===== config.mk =====
export PLATFORM = sky130hd
export DESIGN_NAME = msl_mul
export DESIGN_NICKNAME = d
export VERILOG_FILES = /design/src/sv/msl_pkg.sv /design/src/sv/msl_mul.sv
export SDC_FILE = /design/constraint.sdc
export NUM_CORES = 2
export LEC_CHECK = 0
export ABC_AREA = 1
export BUFFER_PORTS_ARGS = -buffer_cell sky130_fd_sc_hd__buf_4
export CAP_MARGIN = 10
export CORE_AREA = 2 2 305 337
export DETAILED_ROUTE_END_ITERATION = 10
export DIE_AREA = 0 0 307 339
export GPL_TIMING_DRIVEN = 0
export RECOVER_POWER = 25
export SYNTH_ARGS = -nofsm -noshare
export SYNTH_HDL_FRONTEND = slang
export SYNTH_SLANG_ARGS = --single-unit
export TNS_END_PERCENT = 20

===== constraint.sdc =====
create_clock -name clk -period 8.9 [get_ports clk]
set_clock_uncertainty 0.05 [all_clocks]
set_input_delay 0.445 -clock clk [delete_from_list [all_inputs] [get_ports clk]]
set_output_delay 0.445 -clock clk [all_outputs]
set_load 0.05 [all_outputs]

===== src/sv/msl_pkg.sv =====
// Shared types, codes and saturation helper for the mass-spring lattice step unit.
`timescale 1ns / 1ps
package msl_pkg;

    localparam int WORD_W     = 32;
    localparam int MUL_W      = 33;
    localparam int PROD_W     = 66;
    localparam int SQRT_STEPS = 32;
    localparam int CFG_IDX_W  = 3;

    typedef logic signed [WORD_W-1:0] word_t;

    localparam word_t SAT_MAX = 32'sh7fff_ffff;
    localparam word_t SAT_MIN = 32'sh8000_0000;

    typedef enum logic [1:0] {
        OP_LOAD       = 2'd0,
        OP_GRID_RESET = 2'd1,
        OP_STEP       = 2'd2,
        OP_READ       = 2'd3
    } opcode_t;

    typedef enum logic [CFG_IDX_W-1:0] {
        REG_COUPLING = 3'd0,
        REG_REST     = 3'd1,
        REG_DT       = 3'd2,
        REG_INV_MASS = 3'd3,
        REG_START    = 3'd4,
        REG_SIZE_X   = 3'd5,
        REG_SIZE_Y   = 3'd6,
        REG_SIZE_Z   = 3'd7
    } cfg_reg_t;

    typedef struct packed {
        word_t pos_x;
        word_t pos_y;
        word_t pos_z;
        word_t vel_x;
        word_t vel_y;
        word_t vel_z;
    } granule_t;

    typedef struct packed {
        word_t fx;
        word_t fy;
        word_t fz;
    } force_t;

    function automatic word_t sat32(input logic signed [63:0] v);
        word_t r;
        if (v > 64'sd2147483647)
            r = SAT_MAX;
        else if (v < -64'sd2147483648)
            r = SAT_MIN;
        else
            r = v[WORD_W-1:0];
        return r;
    endfunction

endpackage


===== src/sv/msl_mul.sv =====
// Shared signed multiplier with registered product and fixed-point round/saturate.
`timescale 1ns / 1ps
module msl_mul #(
    parameter int FRAC_BITS = 16
) (
    input  logic                               clk,
    input  logic signed [msl_pkg::MUL_W-1:0]   a,
    input  logic signed [msl_pkg::MUL_W-1:0]   b,
    output logic signed [msl_pkg::PROD_W-1:0]  prod,
    output msl_pkg::word_t                     rnd_f,
    output msl_pkg::word_t                     rnd_f1
);
    import msl_pkg::*;

    localparam logic signed [PROD_W:0] HALF_F  = (PROD_W+1)'(1) << (FRAC_BITS - 1);
    localparam logic signed [PROD_W:0] HALF_F1 = (PROD_W+1)'(1) << FRAC_BITS;

    logic signed [PROD_W-1:0] prod_reg;
    logic signed [PROD_W:0]   ext;
    logic signed [PROD_W:0]   sh_f;
    logic signed [PROD_W:0]   sh_f1;

    always_ff @(posedge clk)
    begin
        prod_reg <= a * b;
    end

    // round to nearest, ties up, then clamp to 32 bits
    always_comb
    begin
        ext    = (PROD_W+1)'(prod_reg);
        sh_f   = (ext + HALF_F) >>> FRAC_BITS;
        sh_f1  = (ext + HALF_F1) >>> (FRAC_BITS + 1);
        rnd_f  = sat32(sh_f[63:0]);
        rnd_f1 = sat32(sh_f1[63:0]);
    end

    assign prod = prod_reg;

endmodule


After elaboration in Yosys (flattened, before gate mapping) --
Index checks and enable logic that the tools add are counted. Widths: inputs -> output; s select.
Storage, ports and cells: flip-flop bits (word level) 66, bits in latches 0, bits in writable memories 0, bits in read-only memories 0, input bits 67, output and inout bits 130, memories 0
Operators by class: add/subtract/negate cells 2, multiply operators 1, divide/modulo/power cells 0, order comparisons 4, equal/unequal tests 0, shift operators 0, muxes and demuxes 4, bitwise logic cells 0, reduce and logical (&&, ||, !) cells 0
Operators by type and width (number):
- $mux 32 | 4
- $add 66x17->67 const B | 1
- $add 66x18->67 const B | 1
- $mul 33x33->66 | 1
- $gt 51x32->1 const B | 1
- $lt 51x32->1 const B | 1
- $gt 50x32->1 const B | 1
- $lt 50x32->1 const B | 1

Logic depth before layout (Yosys ltp) --
word-level depth 4, mapped depth 33, gate-level depth less buffers 31

Worst setup path after synthesis --
Ideal clock, no wire load.
path type input to register, from input port a[32] in the netlist's numbering, to register prod_reg[64] (netlist: prod[64]), library setup time 119 ps, arrival 7527 ps, setup slack 1204 ps, cell stages on the path 24, cell sequence clkbuf_1 > clkbuf_1 > nand2_1 > inv_1 > fa_1 > fa_1 > fa_1 > fa_1 > fa_1 > fa_1 > fa_1 > inv_1 > fa_1 > inv_1 > ha_1 > a21oi_1 > inv_1 > a31oi_1 > o21ai_0 > nand3_1 > nand3_1 > a21oi_1 > nand2_1 > xor2_1
On the way: word-level cells in the longest chain between the ends 1
RTL lines:
- from (decl) | RTL line msl_mul.sv:7 | input logic signed [msl_pkg::MUL_W-1:0] a,
- $mul 33x33->66 | RTL line msl_mul.sv:25 | prod_reg <= a * b;
- to (signal assigned) | RTL line msl_mul.sv:25
- to (decl) | RTL line msl_mul.sv:18 | logic signed [PROD_W-1:0] prod_reg;
Every way passes these cells.

Final worst setup path --
from input port a[27] in the netlist's numbering, to register prod_reg[55] (netlist: prod[55])
The elaborated chain is that of the path after synthesis.

==> flow_summary_export.csv <==
group,metric,value,unit
synthesis,syn-cell-area,45000,sq um
floorplanning,fp-row-count,122,
min_path,hold_path.class,"in -> reg",
floorplanning,dieArea,104000,sq um
worst_setup_path,worst-path-max-fanout,10,
timing,finalCriticalPeriod,8.93,ns
timing,setup_ws,-0.0290,ns
place,dp_hpwl,166,mm
clock_tree,clk_pin_slew,0.06,ns
finish,syn_to_final_growth,6.76,%
grt,grtUsageMet3,0.0788,
timing,finalSetupViolCount,1,
grt,met1_usage,0.482,
timing,finalCritPeriodShare,1.00,
min_path,min_from,"b[0]",
min_path,min_path_cells,3,
place,place_ws,-0.694,ns
floorplanning,core_region_area,100000,sq um
synthesis,synth_common_cells,"1775 x inv_1, 1559 x nand2_1, 1145 x fa_1, 287 x nor2_1, 259 x clkbuf_1",
grt,grt_pass1_vias,41000,
synthesis,yosysMostFrequentCell,"inv_1",
worst_setup_path,cp.required,9.12,ns
synthesis,synth_warnings,0,
worst_setup_path,critPathSlowestCell,"clkbuf_1",
timing,slew_headroom,0.0454,
synthesis,yosys.area.top_type,"fa_1",
drt,drtPass1Iterations,6,
drt,viasPerCell,5.34,
synthesis,synth-edff-count,0,
clock_tree,clockRootBuffer,"clkbuf_16",
clock_tree,cts_buffer_depth,2,
grt,use_met2,0.611,
synthesis,syn_nets,7267,
timing,rsz0062_at_grt,"yes",
drt,drt-initial-drc-count,3832,
drt,num_vias,39000,
floorplanning,io_pins,197,
drt,wl_per_cell,27.2,microns
timing,fmax,112,MHz
worst_setup_path,critical_path_class,"in -> reg",
place,io_buffers,131,
grt,grt_pass1_wl,285,mm
drt,postRouteAntennaNets,0,
synthesis,synth_cell_types,37,
clock_tree,cts_tree,"yes",
synthesis,yosys-top-cells-area,"fa_1 51%, inv_1 15%, nand2_1 13%, ha_1 6.1%, dfxtp_1 2.9%",
grt,antenna_found_initial,10,
run_status,failed_checks,"negative setup slack",
drt,routed_wl,199,mm
floorplanning,dieHeight,339,microns
worst_setup_path,endpoint_kind,"flop",
synthesis,yosysSeqAreaShare,0.0294,
clock_tree,htreeDepth,3,
worst_setup_path,cpMostUsedCell,"fa_1",
synthesis,ys_ff_latch,66,
timing,worst_pin_slew,1.43,ns
worst_setup_path,path_buf_inv,8,
grt,grt_max_degree,27,
grt,gr-total-overflow,0,
worst_setup_path,start_kind,"input pin",
grt,top_usage_layer,"met2",
synthesis,synth_ff_type,"dfxtp_1",
floorplanning,die_w,307,microns
clock_tree,cts_buffers,9,
synthesis,synthArstFlopShare,0,
job,max_cap_viol_count,0,
floorplanning,initial_core_util,0.448,
finish,fin_nets,7429,
synthesis,yosys.area.top_type_share,0.510,
timing,slew_viol_final,0,
run_status,status,"complete, but fails checks",
place,gp_congestion,1.04,
clock_tree,cts_num_sinks,66,
finish,drive_gt1_frac,0.0333,
synthesis,syn_avg_cell_area,7.71,sq um
timing,final-hold-violation-count,0,
worst_setup_path,critPathArrivalTime,9.15,ns
synthesis,synthCells,5836,
finish,largest_register_ffs,66,
grt,track_usage,0.390,
min_path,min_to,"prod[0]",
worst_setup_path,crit_family,"adder cells",
worst_setup_path,critical_path.max_stage_delay,1.04,ns
drt,drc,0,
[per-layer routing]
| layer | share of wire | up-vias |
|---|---|---|
| li1 | - | 16500 |
| met1 | 0.37 | 19800 |
| met2 | 0.44 | 2184 |
| met3 | 0.097 | 596 |
| met4 | 0.090 | 8 |
| met5 | 0.00027 | - |
[cells by family (layout without fill, tap and decap cells)]
logic type	Yosys count	count (layout)	share of synthesized area
AO/OA/AOI/OAI	177	177	0.0221
XOR/XNOR	138	138	0.0269
adder cells (fa/ha/maj)	1364	1364	0.571
buffers and inverters	2052	2219	0.173
flip-flops	66	66	0.0294
other	0	5	0
AND/OR/NAND/NOR	2039	2039	0.178
[worst max-delay path by stage]
stage               start  depth (start not counted)  endpoint  slack (ns)
floorplan           a[32]                         24  prod[64]        1.20
global placement    a[32]                         23  prod[65]       -1.29
detailed placement  a[32]                         24  prod[55]       -0.69
CTS                 b[17]                         26  prod[65]       0.002
global route        b[17]                         26  prod[55]      -0.003
finish              a[27]                         26  prod[55]       -0.03
[cell type report]
cell class	instances	area, sq um
inverter	1775	6670
timing repair buffer	151	1020
tap	1302	1630
buffer	277	1160
multi-input combinational	3718	35900
clock inverter	7	76.3
fill	10400	52400
sequential	66	1320
clock buffer	9	225
antenna	5	12.5
[stage by stage]
step / TNS (ns) / utilization / hold WS (ns) / area (sq um) / std cells
floorplan: 0 / - / 0.664 / 45000 / 5836
global placement: -17.58 / 0.474 / 0.847 / 47600 / 7269
detailed placement: -6.83 / 0.475 / 0.845 / 47700 / 7274
CTS: 0 / 0.478 / 0.669 / 48000 / 7290
global route: -0.00338 / 0.478 / 0.687 / 48000 / 7305
finish: -0.0290 / 0.478 / 0.666 / 48000 / 7310
[cell usage in the layout, fill, tap and decap left out, types with 3 or more instances in the layout]
| master | netlist | layout |
|---|---|---|
| buf_8 | 0 | 7 |
| clkbuf_16 | 0 | 9 |
| nor2_1 | 287 | 287 |
| nand2_1 | 1559 | 1559 |
| nand4_1 | 37 | 37 |
| clkinvlp_4 | 0 | 3 |
| o21a_1 | 4 | 4 |
| buf_1 | 5 | 6 |
| buf_6 | 5 | 5 |
| xnor2_1 | 35 | 35 |
| a21oi_1 | 74 | 74 |
| o21ai_0 | 51 | 51 |
| nand2_2 | 7 | 7 |
| clkbuf_2 | 0 | 28 |
| buf_4 | 7 | 103 |
| nand3_1 | 98 | 98 |
| nor4_1 | 5 | 4 |
| ha_1 | 219 | 219 |
| a31oi_1 | 14 | 14 |
| fa_1 | 1145 | 1142 |
| xor2_1 | 103 | 103 |
| inv_1 | 1775 | 1774 |
| diode_2 | 0 | 5 |
| clkdlybuf4s15_1 | 0 | 3 |
| o211ai_1 | 5 | 5 |
| dfxtp_1 | 66 | 66 |
| o21bai_1 | 8 | 8 |
| clkbuf_1 | 259 | 272 |
| nor2_2 | 14 | 14 |
| fa_2 | 0 | 3 |
| nor3_1 | 14 | 14 |
| or2_2 | 8 | 8 |
| a21o_1 | 17 | 17 |
[what timing repair did]
action                                 4_1_cts  5_1_grt
hold buffers                                 0        0
resized for setup                           20       42
endpoints found under the hold margin        0        0
setup endpoints to repair                    7       17
pin swaps                                    0        1
buffers inserted                             0       13
Power is left out: the tool's default activity adds up to more than one toggle a clock period on the data nets, which glitch-free logic cannot reach.
