$ cat src/sv/msl_pkg.sv
// Shared types, codes and saturation helper for the mass-spring lattice step unit.
`timescale 1ns / 1ps
package msl_pkg;

    localparam int WORD_W     = 32;
    localparam int MUL_W      = 33;
    localparam int PROD_W     = 66;
    localparam int SQRT_STEPS = 32;
    localparam int CFG_IDX_W  = 3;

    typedef logic signed [WORD_W-1:0] word_t;

    localparam word_t SAT_MAX = 32'sh7fff_ffff;
    localparam word_t SAT_MIN = 32'sh8000_0000;

    typedef enum logic [1:0] {
        OP_LOAD       = 2'd0,
        OP_GRID_RESET = 2'd1,
        OP_STEP       = 2'd2,
        OP_READ       = 2'd3
    } opcode_t;

    typedef enum logic [CFG_IDX_W-1:0] {
        REG_COUPLING = 3'd0,
        REG_REST     = 3'd1,
        REG_DT       = 3'd2,
        REG_INV_MASS = 3'd3,
        REG_START    = 3'd4,
        REG_SIZE_X   = 3'd5,
        REG_SIZE_Y   = 3'd6,
        REG_SIZE_Z   = 3'd7
    } cfg_reg_t;

    typedef struct packed {
        word_t pos_x;
        word_t pos_y;
        word_t pos_z;
        word_t vel_x;
        word_t vel_y;
        word_t vel_z;
    } granule_t;

    typedef struct packed {
        word_t fx;
        word_t fy;
        word_t fz;
    } force_t;

    function automatic word_t sat32(input logic signed [63:0] v);
        word_t r;
        if (v > 64'sd2147483647)
            r = SAT_MAX;
        else if (v < -64'sd2147483648)
            r = SAT_MIN;
        else
            r = v[WORD_W-1:0];
        return r;
    endfunction

endpackage

$ cat src/sv/msl_sqrt.sv
// Bit-serial integer square root of a 64-bit value, one result bit per cycle.
`timescale 1ns / 1ps
module msl_sqrt (
    input  logic        clk,
    input  logic        rst_n,
    input  logic        go,
    input  logic [63:0] radicand,
    output logic        done,
    output logic [31:0] root
);
    import msl_pkg::*;

    localparam int CNT_W = $clog2(SQRT_STEPS);

    logic             run_reg;
    logic             done_reg;
    logic [CNT_W-1:0] cnt_reg;
    logic [63:0]      rad_reg;
    logic [34:0]      rem_reg;
    logic [31:0]      root_reg;
    logic [34:0]      rem_sh;
    logic [34:0]      trial;
    logic             fits;

    always_comb
    begin
        rem_sh = {rem_reg[32:0], rad_reg[63:62]};
        trial  = {1'b0, root_reg, 2'b01};
        fits   = rem_sh >= trial;
    end

    always_ff @(posedge clk or negedge rst_n)
    begin
        if (!rst_n)
        begin
            run_reg  <= 1'b0;
            done_reg <= 1'b0;
            cnt_reg  <= '0;
        end
        else
        begin
            done_reg <= 1'b0;
            if (go)
            begin
                run_reg <= 1'b1;
                cnt_reg <= '0;
            end
            else if (run_reg)
            begin
                cnt_reg <= cnt_reg + CNT_W'(1);
                if (cnt_reg == CNT_W'(SQRT_STEPS - 1))
                begin
                    run_reg  <= 1'b0;
                    done_reg <= 1'b1;
                end
            end
        end
    end

    always_ff @(posedge clk)
    begin
        if (go)
        begin
            rad_reg  <= radicand;
            rem_reg  <= '0;
            root_reg <= '0;
        end
        else if (run_reg)
        begin
            rad_reg <= {rad_reg[61:0], 2'b00};
            if (fits)
            begin
                rem_reg  <= rem_sh - trial;
                root_reg <= {root_reg[30:0], 1'b1};
            end
            else
            begin
                rem_reg  <= rem_sh;
                root_reg <= {root_reg[30:0], 1'b0};
            end
        end
    end

    assign done = done_reg;
    assign root = root_reg;

endmodule

$ cat config.mk
export PLATFORM = sky130hd
export DESIGN_NAME = msl_sqrt
export DESIGN_NICKNAME = d
export VERILOG_FILES = /design/src/sv/msl_pkg.sv /design/src/sv/msl_sqrt.sv
export SDC_FILE = /design/constraint.sdc
export NUM_CORES = 1
export LEC_CHECK = 0
export ABC_CLOCK_PERIOD_IN_PS = 6800
export BUFFER_PORTS_ARGS = -buffer_cell sky130_fd_sc_hd__buf_2
export CAP_MARGIN = 10
export CORE_MARGIN = 3
export CORE_UTILIZATION = 25
export CTS_CLUSTER_SIZE = 20
export DETAILED_ROUTE_END_ITERATION = 10
export PLACE_DENSITY_LB_ADDON = 0.15
export SETUP_SLACK_MARGIN = 0.1
export SYNTH_ARGS = -nofsm -noshare
export SYNTH_HDL_FRONTEND = slang
export SYNTH_SLANG_ARGS = --single-unit
$ cat constraint.sdc
create_clock -name clk -period 6.8 [get_ports clk]
set_clock_uncertainty 0.15 [all_clocks]
set_input_delay 0 -clock clk [delete_from_list [all_inputs] [get_ports clk]]
set_output_delay 0 -clock clk [all_outputs]
set_load 0.01 [all_outputs]
* Word-level counts from Yosys, hierarchy flattened
Index checks and enable logic that the tools add are counted.
Storage, ports and cells: bits of input ports 67, flip-flop bits (word level) 136, output and inout bits 33, word-level logic and storage cells 23
Operators by class: multiplexer cells 12, equality and inequality tests 1, reductions and logical operators 1, order comparisons 1, add/subtract/negate cells 2
Operators with widths (count):
- 2-to-1 mux 64 bit | 2
- >= comparator 35 x 34 -> 1 bit | 1
- 2-to-1 mux 33 bit | 1
- subtractor 33 bit | 1
- 2-to-1 mux 5 bit | 2
- 2-to-1 mux 1 bit | 7
- adder 5 x 1 -> 5 bit (second input constant) | 1
- equality test 5 bit (second input constant) | 1
- nonzero test 2 bit | 1

* Depth between registers and ports, before layout
Gate-level depths: netlist of run 1.
depth in word-level cells 4, mapped depth 13, gate-level depth less buffers 11

* Worst setup path after synthesis of run 1
OpenSTA, ideal clock, no wires.
path type flip-flop to flip-flop, start register root_reg[17], in the netlist root[17], end register rem_reg[30], path buffers 1, setup slack 3.763 ns, required time 6.576 ns, period minus slack after synthesis 3.037 ns, setup time 0.074 ns, cell stages (with the launch flop) 12, arrival 2.813 ns, path through dfxtp_1 inv_1 ha_1 buf_6 a21o_1 a211o_1 or3_1 or3_4 a311oi_4 nor2_1 or4_1 o21ai_0
Between the ends: longest elaborated chain between the ends 2, elaborated cells between the ends (all ways) 3, classes of those cells add/sub: 1; order compare: 1; mux: 1
Ends and longest elaborated chain:
- from (decl) | RTL line msl_sqrt.sv:20 | logic [31:0] root_reg;
- from (signal assigned) | RTL line msl_sqrt.sv:74 | root_reg <= {root_reg[30:0], 1'b1};
- from (signal assigned) | RTL line msl_sqrt.sv:79 | root_reg <= {root_reg[30:0], 1'b0};
- subtractor 33 bit / >= comparator 35 x 34 -> 1 bit (equally long branches) | RTL line msl_sqrt.sv:73, msl_sqrt.sv:29
- 2-to-1 mux 33 bit * | RTL line msl_sqrt.sv:71 | if (fits)
- to (signal assigned) | RTL line msl_sqrt.sv:73 | rem_reg <= rem_sh - trial;
- to (signal assigned) | RTL line msl_sqrt.sv:78 | rem_reg <= rem_sh;
- to (decl) | RTL line msl_sqrt.sv:19 | logic [34:0] rem_reg;
Every way passes the cells marked *; elsewhere a longest branch is shown, timed or not. A chain may end at the register's enable or synchronous reset.

* Final worst setup path of run 1
start register root_reg[22], in the netlist root[22], end register rem_reg[30]
The elaborated chain is that of the path after synthesis.

==> impl_metrics.ini, run 1 <==
[layout]
stdcell_area_um2 = 9630
max_reg_flops = 64
finalNetCount = 996
most-common-layout-cells = 98 x sky130_fd_sc_hd__buf_2, 84 x sky130_fd_sc_hd__nor2_1, 66 x sky130_fd_sc_hd__dlygate4sd3_1, 65 x sky130_fd_sc_hd__dfxtp_1, 64 x sky130_fd_sc_hd__edfxtp_1
area_growth_pct = 28.0
n_antenna_cell = 0
final_layout_size_suffix_gt1_share_pct = 23.6
layout.cells.most_common = sky130_fd_sc_hd__buf_2

[job]
cap_violations = 0

[detailed_routing]
vias_per_cell = 4.54
drtIter0Drc = 288
detailedRoute.firstPassIterationCount = 4
overall_via_count_from_detail_route = 5858
drc = 0
ant_nets = 0
routed_wl_um = 19000
wl_per_cell_um = 14.7

[placement]
dpl-instance-area_um2 = 8340
globalplace.congestion = 0.767
place_hpwl_um = 12700
place.port_buffers = 99

[floorplanning]
floorplan.initialDensity_pct = 25.8
io-pin-count = 100
coreArea_um2 = 29200
die_width_um = 179
die_height_um = 179
placement_rows = 62
die_area_um2 = 32200

[global_route]
antenna_found_initial = 0
grt_start_max_net_pins = 66
grt.total_usage_pct = 11.8
grt_first_pass_wirelength_um = 31600
total_overflow_reported_by_the_global_router = 0
grt_pass1_vias = 5981

[sta]
final_period_minus_worst_setup_slack_ns = 3.57
slew_headroom_pct = 41.4
max_slew.worst_pin.slew_ns = 0.879
fin_tns_setup_ns = 0
setup_violations = 0
unrepaired_setup_endpoints_after_global_routing = false
final-max-slew-violation-count = 0
hold_viol_final = 0
fmax_mhz = 280
final_min_period_over_clock_period_pct = 52.5

[synth]
async_flop_share_pct = 5.15
syn-instance-count = 742
synth.ff_latch_count = 136
synth.avg_cell_area_um2 = 10.1
post_synth_main_area_contributors = sky130_fd_sc_hd__edfxtp_1 26%, sky130_fd_sc_hd__dfxtp_1 17%, sky130_fd_sc_hd__mux2_2 9.3%
synth_area_leader_cell = sky130_fd_sc_hd__edfxtp_1
synth-seq-area-share_pct = 45.2
dominantRegCellSynth = sky130_fd_sc_hd__dfxtp_1
synth-warning-count = 0
yosys.cell_types.count = 61
netlist_area_um2 = 7520
synth_edf_count = 64
synth_top_area_share_pct = 25.5
syn_nets = 845

[clocking]
later_pin_clock_latency_in_the_skew_report_ns = 0.43
postCtsSetupBuffers = 0
cts.clk_slew.worst_paths_ns = 0.08
tritoncts = yes
htreeDepth = 4
maximum_root_to_sink_buffer_count = 2
cts_resized = 0
cts-buffers-inserted = 17
cts_root_buf = sky130_fd_sc_hd__clkbuf_16
clkSinkCount = 136

[worst_setup_path]
worst_setup_path_end_kind = flop
timing.critical_path.from_type = flop
critical_path.top_delay_family = simple AND/OR/NAND/NOR gates
cp_max_fo = 32
worst-endpoint-required_ns = 6.99
crit_path_top_delay_cell = sky130_fd_sc_hd__or4_1
critPathBufInv = 1
ordered_list_of_cells_on_the_worst_path = inv_1 -> ha_1 -> nand2_1 -> nor2_1 -> and2_1 -> a221oi_1 -> o21ai_0 -> a41o_2 -> nand2_1 -> or4_1 -> o21ai_0
cp.arrival_ns = 3.76
critPathKind = reg -> reg
timing.critical_path.slowest_cell_delay_ns = 0.58

[power]
seq_power_share_pct = 28.1
internal-power_mw = 2.30
static-leakage-power_nw = 4.19
pwr-share-clk_pct = 26.4
switching_power_mw = 1.46
ir_worst_vdd_mv = 0.173
power.switching_fraction_pct = 38.8
power_density_nw_per_um2 = 390
combinationalPowerShare_pct = 45.5

[run_status]
outcome = finished, final reports clean

[min_path]
hold_class = in -> reg
[synthesized netlist by cell type (5+ instances only)]
cell type,count
sky130_fd_sc_hd__nor2_1,84
sky130_fd_sc_hd__dfxtp_1,65
sky130_fd_sc_hd__edfxtp_1,64
sky130_fd_sc_hd__mux2_2,62
sky130_fd_sc_hd__nand2_1,62
sky130_fd_sc_hd__a21oi_1,44
sky130_fd_sc_hd__inv_1,43
sky130_fd_sc_hd__ha_1,36
sky130_fd_sc_hd__mux2i_1,36
sky130_fd_sc_hd__clkbuf_1,26
sky130_fd_sc_hd__a21o_1,20
sky130_fd_sc_hd__a311oi_1,19
sky130_fd_sc_hd__o21ai_0,18
sky130_fd_sc_hd__xnor2_1,17
sky130_fd_sc_hd__nand3_1,11
sky130_fd_sc_hd__xor2_1,9
sky130_fd_sc_hd__a31oi_1,8
sky130_fd_sc_hd__and2_1,8
sky130_fd_sc_hd__o211ai_1,8
sky130_fd_sc_hd__or3_1,8
sky130_fd_sc_hd__dfrtp_1,7
sky130_fd_sc_hd__nand2b_1,6
sky130_fd_sc_hd__a211oi_1,5
sky130_fd_sc_hd__and3_1,5
sky130_fd_sc_hd__nand4_1,5
sky130_fd_sc_hd__nor2b_1,5
[cell families (layout without fill, tap and decap cells)]
logic type	count (synthesis)	count (layout)	share of synthesized area [%]
AOI/OAI and AO/OA	152	152	14.0
xor gates and xnor gates	26	26	3.03
adders and majority gates	36	36	5.99
buffers and inverters	81	245	4.82
DFF	136	136	45.2
muxes	98	98	14.1
and+or+nand+nor	213	213	13.0
[stage by stage]
stage	hold WS [ns]	utilization, %	power (mW)	worst slack, ns	instances
after detailed placement	-0.300	28.6	2.76	3.22	1192
after global placement	-0.302	28.6	2.78	3.17	1192
after floorplan	-0.446	-	2.39	3.76	742
final	0.0304	33.0	3.76	3.23	1290
after global routing	0.0468	33.0	4.06	2.87	1290
after CTS	0.0191	33.0	3.82	3.18	1290
[power by group through the flow]
stage	clock [mW]	sequential, mW	combinational, mW
final	0.991	1.06	1.71
after detailed placement	0	1.08	1.68
after floorplan	0	1.05	1.34
after global placement	0	1.08	1.70
after global routing	1.06	1.07	1.93
after CTS	1.04	1.06	1.72
[worst paths after layout]
kind | slack [ns] | endpoint | from | cells past startpoint
max in group asynchronous | 5.82 | run_reg | rst_n | 3
min reg2reg | 0.34 | rem_reg[31] | rem_reg[31] | 2
min | 0.03 | rad_reg[0] | go | 2
max reg2reg | 3.23 | rem_reg[30] | root[22] | 11
max | 3.23 | rem_reg[30] | root[22] | 11
min in group asynchronous | 0.40 | cnt_reg[3] | rst_n | 3
[routing by layer]
metal,track usage (%),vias up,wire length [µm]
met3,3.09,10,756
met4,2.88,0,151
met5,0,-,0
li1,-,2984,-
met2,19.2,92,8780
met1,15.8,2772,9280
[layout make-up]
cell class	count	area, µm²
Clock inverter	15	205
Tap cell	384	480
Multi-Input combinational cell	525	3760
Inverter	43	161
Fill cell	3053	19500
Sequential cell	136	3400
Clock buffer	17	425
Timing Repair Buffer	170	1200
[timing repair]
action | CTS | global route
hold buffers | 66 | 0
endpoints found under the hold margin | 71 | 0
endpoints found under the setup margin | 0 | 0
No activity file was read; power rests on OpenSTA's default activity.
==> run 2: changes to the inputs <==
ABC_AREA = 1   (was default)
ABC_CLOCK_PERIOD_IN_PS = 3290   (was 6800)
clock period = 3.29 ns   (was 6.8 ns; I/O delays follow)
==> run 2 against run 1 <==
Net effect: die area is 6.8% higher; utilization is 0.62 points lower; cell count is 33% higher; wire length is 27% higher; area after synthesis is 7.0% higher; first-iteration DRC count is 20% higher; combinational power grew to 2.7 times the previous value.
==> impl_metrics.ini, run 2 <==
[layout]
register_area_um2 = 3400
multi_input_comb_area_um2 = 3920
stdcell_area_um2 = 10300
final_layout_size_suffix_gt1_share_pct = 12.6
finalNetCount = 1407
area_growth_pct = 27.3
most-common-layout-cells = 514 x sky130_fd_sc_hd__nand2_1, 147 x sky130_fd_sc_hd__inv_1, 99 x sky130_fd_sc_hd__buf_2, 68 x sky130_fd_sc_hd__dlygate4sd3_1, 67 x sky130_fd_sc_hd__nand3_1
nFillCells = 3465
n_antenna_cell = 0
layoutNonFillerInstCount = 1719
max_reg_flops = 64
postLayoutCoreUtil_pct = 32.4
layout.cells.most_common = sky130_fd_sc_hd__nand2_1

[global_route]
grt_first_pass_wirelength_um = 39900
grt.total_usage_pct = 14.6
globalRouteMet2Util_pct = 24.0
grt.met1_usage_pct = 19.4
total_overflow_reported_by_the_global_router = 0
grt_start_max_net_pins = 64
global_route.usage.met3_pct = 3.15
grt_pass1_vias = 7606
global_route.peak_usage_layer = met2
antenna_found_initial = 0

[floorplanning]
io-pin-count = 100
die_area_um2 = 34400
die_width_um = 185
die_height_um = 185
coreArea_um2 = 31600
placement_rows = 65
floorplan.initialDensity_pct = 25.5

[worst_setup_path]
regToRegEndpoint = rem_reg[26]
ff2ff_path_depth = 14
rrSetupSlack_ns = 0.50
cp_max_fo = 43
critPathKind = reg -> reg
cp.arrival_ns = 3.01
worst-endpoint-required_ns = 3.51
timing.critical_path.from_type = flop
worst_setup_path_end_kind = flop
timing.rr.start = root[11]

[placement]
place_hpwl_um = 17200
place.port_buffers = 99
preCtsSetupSlack_ns = 0.513
dpl-instance-area_um2 = 8960
dpl.cell_count = 1619
globalplace.congestion = 0.934

[power]
switching_power_mw = 4.03
seq_power_share_pct = 24.7
pwr-share-clk_pct = 22.7
ir_worst_vdd_mv = 0.375
static-leakage-power_nw = 5.21
power_density_nw_per_um2 = 871
internal-power_mw = 4.89
power.switching_fraction_pct = 45.2
combinationalPowerShare_pct = 52.5

[synth]
syn-instance-count = 1144
synth-warning-count = 0
synth_edf_count = 64
syn_nets = 1247
synth_area_leader_cell = sky130_fd_sc_hd__nand2_1
synth.ff_latch_count = 136
synth.top_cells.by_count = 514 x sky130_fd_sc_hd__nand2_1, 148 x sky130_fd_sc_hd__inv_1, 67 x sky130_fd_sc_hd__nand3_1, 65 x sky130_fd_sc_hd__dfxtp_1, 64 x sky130_fd_sc_hd__edfxtp_1
dominantRegCellSynth = sky130_fd_sc_hd__dfxtp_1
post_synth_main_area_contributors = sky130_fd_sc_hd__nand2_1 24%, sky130_fd_sc_hd__edfxtp_1 24%, sky130_fd_sc_hd__dfxtp_1 16%
synthMostInstantiatedCell = sky130_fd_sc_hd__nand2_1
synth-seq-area-share_pct = 42.2
synth_top_area_share_pct = 24.0
netlist_area_um2 = 8050
synth.avg_cell_area_um2 = 7.04
async_flop_share_pct = 5.15
yosys.cell_types.count = 36

[clocking]
later_pin_clock_latency_in_the_skew_report_ns = 0.43
maximum_root_to_sink_buffer_count = 2
cts_root_buf = sky130_fd_sc_hd__clkbuf_16
postCtsSetupBuffers = 0
cts-buffers-inserted = 17
cts.clk_slew.worst_paths_ns = 0.07
htreeDepth = 4
clkSinkCount = 136
tritoncts = yes
cts_resized = 0

[min_path]
hold_class = in -> reg
min_delay_path_depth = 4
hold_path_startpoint = radicand[7]
holdPathEnd = rad_reg[7]

[sta]
setup_violations = 0
unrepaired_setup_endpoints_after_global_routing = false
fin_tns_setup_ns = 0
setup_slack_ns = 0.498
hold_viol_final = 0
max_slew.worst_pin.slew_ns = 1.09
final_period_minus_worst_setup_slack_ns = 2.79
fmax_mhz = 358
final_min_period_over_clock_period_pct = 84.8
final-max-slew-violation-count = 0
slew_headroom_pct = 27.2

[detailed_routing]
overall_via_count_from_detail_route = 7478
wl_per_cell_um = 14.0
detailedRoute.firstPassIterationCount = 5
drtIter0Drc = 346
routed_wl_um = 24100
drc = 0
ant_nets = 0
vias_per_cell = 4.35

[run_status]
outcome = finished, final reports clean

[job]
cap_violations = 0
run 2: changes by cell type after synthesis, moves of 33 or more:
cell	change
sky130_fd_sc_hd__mux2i_1	-36
sky130_fd_sc_hd__nor2_1	-33
sky130_fd_sc_hd__inv_1	+105
sky130_fd_sc_hd__nand3_1	+56
sky130_fd_sc_hd__mux2_2	-62
sky130_fd_sc_hd__nand2_1	+452
run 2: per-layer routing:
metal | wire [µm] | share of wire [%]
met5 | 0 | 0
met2 | 10900 | 45
met3 | 1030 | 4.3
met4 | 419 | 1.7
met1 | 11700 | 49
run 2: layout make-up:
cell class / count / share of cell area, %
clock buffer: 21 / 4.50
clock inverter: 11 / 1.43
inverter: 156 / 5.74
multi-input combinational: 819 / 38.2
sequential: 136 / 33.1
tap: 402 / 4.91
timing repair buffer: 174 / 12.1
run 2: repair_timing:
action	in CTS	in global routing
hold buffers	68	0
endpoints found under the hold margin	74	0
setup endpoints to repair	0	0
run 2: metrics by stage:
step / hold WS [ns] / power (mW)
after floorplan: -0.446 / 5.79
after global placement: -0.300 / 6.91
after detailed placement: -0.297 / 6.88
after CTS: 0.195 / 9.02
after global routing: 0.225 / 9.83
final: 0.225 / 8.93
run 2: critical path, stage by stage, from the launching register on:
cell	delay, ns
sky130_fd_sc_hd__dfxtp_1	0.32
sky130_fd_sc_hd__inv_1	0.07
sky130_fd_sc_hd__ha_1	0.37
sky130_fd_sc_hd__nand2_1	0.12
sky130_fd_sc_hd__inv_2	0.07
sky130_fd_sc_hd__nand2_1	0.13
sky130_fd_sc_hd__nor2_2	0.17
sky130_fd_sc_hd__nand4_1	0.22
sky130_fd_sc_hd__nand3_2	0.18
sky130_fd_sc_hd__nand2_4	0.20
sky130_fd_sc_hd__nand2_8	0.33
sky130_fd_sc_hd__nand2_2	0.18
sky130_fd_sc_hd__nand2_1	0.10
sky130_fd_sc_hd__nand2_1	0.05
sky130_fd_sc_hd__nand2_1	0.05
run 2: kinds of logic (layout without fill, tap and decap cells):
family | count (synthesis) | count (layout) | share of synthesized area [%]
compound gates | 83 | 83 | 6.01
fa+ha+maj | 36 | 36 | 5.59
simple gates | 685 | 685 | 35.3
buf+inv | 189 | 362 | 9.24
xor+xnor | 15 | 15 | 1.63
flops | 136 | 136 | 42.2
run 2: power groups by stage:
| stage | sequential, mW | clock, mW | combinational, mW |
|---|---|---|---|
| final | 2.21 | 2.03 | 4.69 |
| after global routing | 2.24 | 2.16 | 5.43 |
| after CTS | 2.21 | 2.09 | 4.73 |
| after detailed placement | 2.24 | 0 | 4.64 |
| after global placement | 2.24 | 0 | 4.66 |
| after floorplan | 2.19 | 0 | 3.60 |
run 2: worst max-delay path by stage:
stage / from / to / slack, ns / cells past startpoint
2_1_floorplan: run_reg / rad_reg[0] / 0.18 / 3
3_3_place_gp: root[11] / rem_reg[25] / 0.54 / 14
3_5_place_dp: root[9] / rem_reg[26] / 0.51 / 14
4_1_cts: root[9] / rem_reg[28] / 0.51 / 14
5_1_grt: root[7] / rem_reg[31] / 0.26 / 16
6_report: root[11] / rem_reg[26] / 0.50 / 14
==> run 3: changes to the inputs <==
ABC_CLOCK_PERIOD_IN_PS = 2650   (was 3290)
clock period = 2.65 ns   (was 3.29 ns; I/O delays follow)
==> run 3 against run 2 <==
Net effect: cell area is 3.3% higher; register-to-register slack worse by 0.26 ns; highest routed layer unchanged; wire length is 0.48% higher; cell count is 0.99% higher; fmax is 16% higher; global-route usage is 0.34 points lower; sequential share of layout area is 1.1 points lower.
==> impl_metrics.ini, run 3 (synthesis results as in run 2) <==
[run_status]
outcome = finished, final reports clean

[global_route]
grt_pass1_vias = 7400
grt.total_usage_pct = 14.3
grt_start_max_net_pins = 37
antenna_found_initial = 0
total_overflow_reported_by_the_global_router = 0
grt_first_pass_wirelength_um = 38800

[detailed_routing]
drtIter0Drc = 305
routed_wl_um = 24200
wl_per_cell_um = 13.9
detailedRoute.firstPassIterationCount = 4
dr_wl_met3_um = 1060
met2_wirelength_um = 11000
vias_per_cell = 4.28
ant_nets = 0
highest_layer = met4
overall_via_count_from_detail_route = 7423
drc = 0
met1_layer_wirelength_in_the_final_routing_um = 11700

[worst_setup_path]
worst-endpoint-required_ns = 2.83
timing.critical_path.slowest_cell_delay_ns = 0.38
critPathLaunch = root[17]
end_of_the_critical_path = rem_reg[28]
ordered_list_of_cells_on_the_worst_path = inv_1 -> ha_1 -> a21oi_1 -> nand2_1 -> a21oi_1 -> nor2_1 -> nor2_1 -> nand2_1 -> nand2_1 -> nand3_1 -> nand2_1 -> nand2_1
timing.rr.start = root[17]
cp.arrival_ns = 2.59
ff2ff_path_depth = 12
critical-path-top-cell-by-count = sky130_fd_sc_hd__nand2_1
worst_setup_path_end_kind = flop
cp_max_fo = 5
regToRegEndpoint = rem_reg[28]
crit_path_top_delay_cell = sky130_fd_sc_hd__ha_1
critPathBufInv = 1
rrSetupSlack_ns = 0.24
critical_path_cell_count = 12
critical_path.top_delay_family = simple AND/OR/NAND/NOR gates
timing.critical_path.from_type = flop
critPathKind = reg -> reg

[sta]
setup_violations = 0
final_period_minus_worst_setup_slack_ns = 2.41
hold_viol_final = 0
max_slew.worst_pin.slew_ns = 0.414
fin_tns_setup_ns = 0
unrepaired_setup_endpoints_after_global_routing = false
final-max-slew-violation-count = 0
slew_headroom_pct = 72.4
fmax_mhz = 414
final_min_period_over_clock_period_pct = 91.1

[placement]
globalplace.congestion = 0.895
dpl-instance-area_um2 = 9090
place.port_buffers = 99
place_hpwl_um = 17700

[floorplanning]
placement_rows = 65
floorplan.initialDensity_pct = 25.5
die_height_um = 185
io-pin-count = 100
coreArea_um2 = 31600
die_area_um2 = 34400
die_width_um = 185

[layout]
multi_input_comb_area_um2 = 4060
nFillCells = 3402
final_layout_size_suffix_gt1_share_pct = 15.2
max_reg_flops = 64
n_antenna_cell = 0
most-common-layout-cells = 513 x sky130_fd_sc_hd__nand2_1, 147 x sky130_fd_sc_hd__inv_1, 99 x sky130_fd_sc_hd__buf_2, 67 x sky130_fd_sc_hd__nand3_1, 67 x sky130_fd_sc_hd__dlygate4sd3_1
layout.cells.most_common = sky130_fd_sc_hd__nand2_1
area_growth_pct = 31.5
finalNetCount = 1424
register_area_um2 = 3400
stdcell_area_um2 = 10600

[power]
internal-power_mw = 6.43
pwr-share-clk_pct = 21.9
static-leakage-power_nw = 5.33
power_density_nw_per_um2 = 1100
switching_power_mw = 5.24
ir_worst_vdd_mv = 0.432
seq_power_share_pct = 23.6
combinationalPowerShare_pct = 54.6
power.switching_fraction_pct = 44.9

[clocking]
maximum_root_to_sink_buffer_count = 2
clkSinkCount = 136
cts_root_buf = sky130_fd_sc_hd__clkbuf_16
tritoncts = yes
cts-buffers-inserted = 17
cts.clk_slew.worst_paths_ns = 0.07
htreeDepth = 4
later_pin_clock_latency_in_the_skew_report_ns = 0.44

[min_path]
hold_class = in -> reg

[job]
cap_violations = 0
## run 3: cell count changes in the layout (fill, tap and decap cells not counted), moves of 3 or more
cell / delta
sky130_fd_sc_hd__ha_1: -12
sky130_fd_sc_hd__buf_4: +11
sky130_fd_sc_hd__ha_4: +8
sky130_fd_sc_hd__buf_12: +5
sky130_fd_sc_hd__ha_2: +4
sky130_fd_sc_hd__inv_6: +3
sky130_fd_sc_hd__nor2_1: -3
## run 3: worst min-delay path: stages
cell and delay, ns:
sky130_fd_sc_hd__dlygate4sd3_1 0.51, sky130_fd_sc_hd__buf_2 0.09, sky130_fd_sc_hd__nand2_1 0.04, sky130_fd_sc_hd__nand2_1 0.05
## run 3: per-stage QoR
| stage | hold WS [ns] | std cells | setup slack [ns] | util (%) | power, mW |
|---|---|---|---|---|---|
| finish | 0.215 | 1736 | 0.236 | 33.5 | 11.7 |
| global route | 0.216 | 1736 | 0.0989 | 33.5 | 12.7 |
| CTS | 0.191 | 1731 | 0.164 | 32.8 | 11.5 |
| detailed placement | -0.303 | 1632 | 0.0964 | 28.7 | 8.78 |
| global placement | -0.303 | 1632 | 0.131 | 28.7 | 8.79 |
| floorplan | -0.446 | 1144 | 0.479 | - | 7.19 |
## run 3: power groups by stage
| stage | sequential (mW) | combinational, mW | clock (mW) |
|---|---|---|---|
| detailed placement | 2.77 | 6.01 | 0 |
| global placement | 2.78 | 6.02 | 0 |
| CTS | 2.73 | 6.11 | 2.63 |
| floorplan | 2.72 | 4.47 | 0 |
| global route | 2.79 | 7.24 | 2.71 |
| finish | 2.75 | 6.36 | 2.55 |
## run 3: worst min-delay path by stage
| stage | startpoint | end | cells after the start |
|---|---|---|---|
| after global routing | radicand[19] | rad_reg[19] | 4 |
| after detailed placement | rst_n | done | 1 |
| after CTS | radicand[39] | rad_reg[39] | 4 |
| final | radicand[42] | rad_reg[42] | 4 |
| after global placement | rst_n | done | 1 |
| after floorplan | rst_n | cnt_reg[0] | 0 |
## run 3: routing by layer
layer	GRT usage [%]	vias to the layer above
li1	-	3958
met5	0	-
met4	3.96	0
met3	3.07	25
met1	18.7	3310
met2	23.9	130
## run 3: cell type report
type | count | share of cell area (%)
multi-input cells | 820 | 38.3
repair buffers | 190 | 13.5
clock inverters | 14 | 1.76
inverters | 156 | 5.55
flip-flops and latches | 136 | 32.1
well taps | 402 | 4.75
clock buffers | 18 | 4.05
## run 3: timing repair
item	in CTS	in global routing
setup endpoints to repair	3	29
gates cloned	0	1
hold buffers	67	0
pin swaps	0	2
hold endpoints to repair	72	0
resized for setup	1	19
buffers inserted	0	4
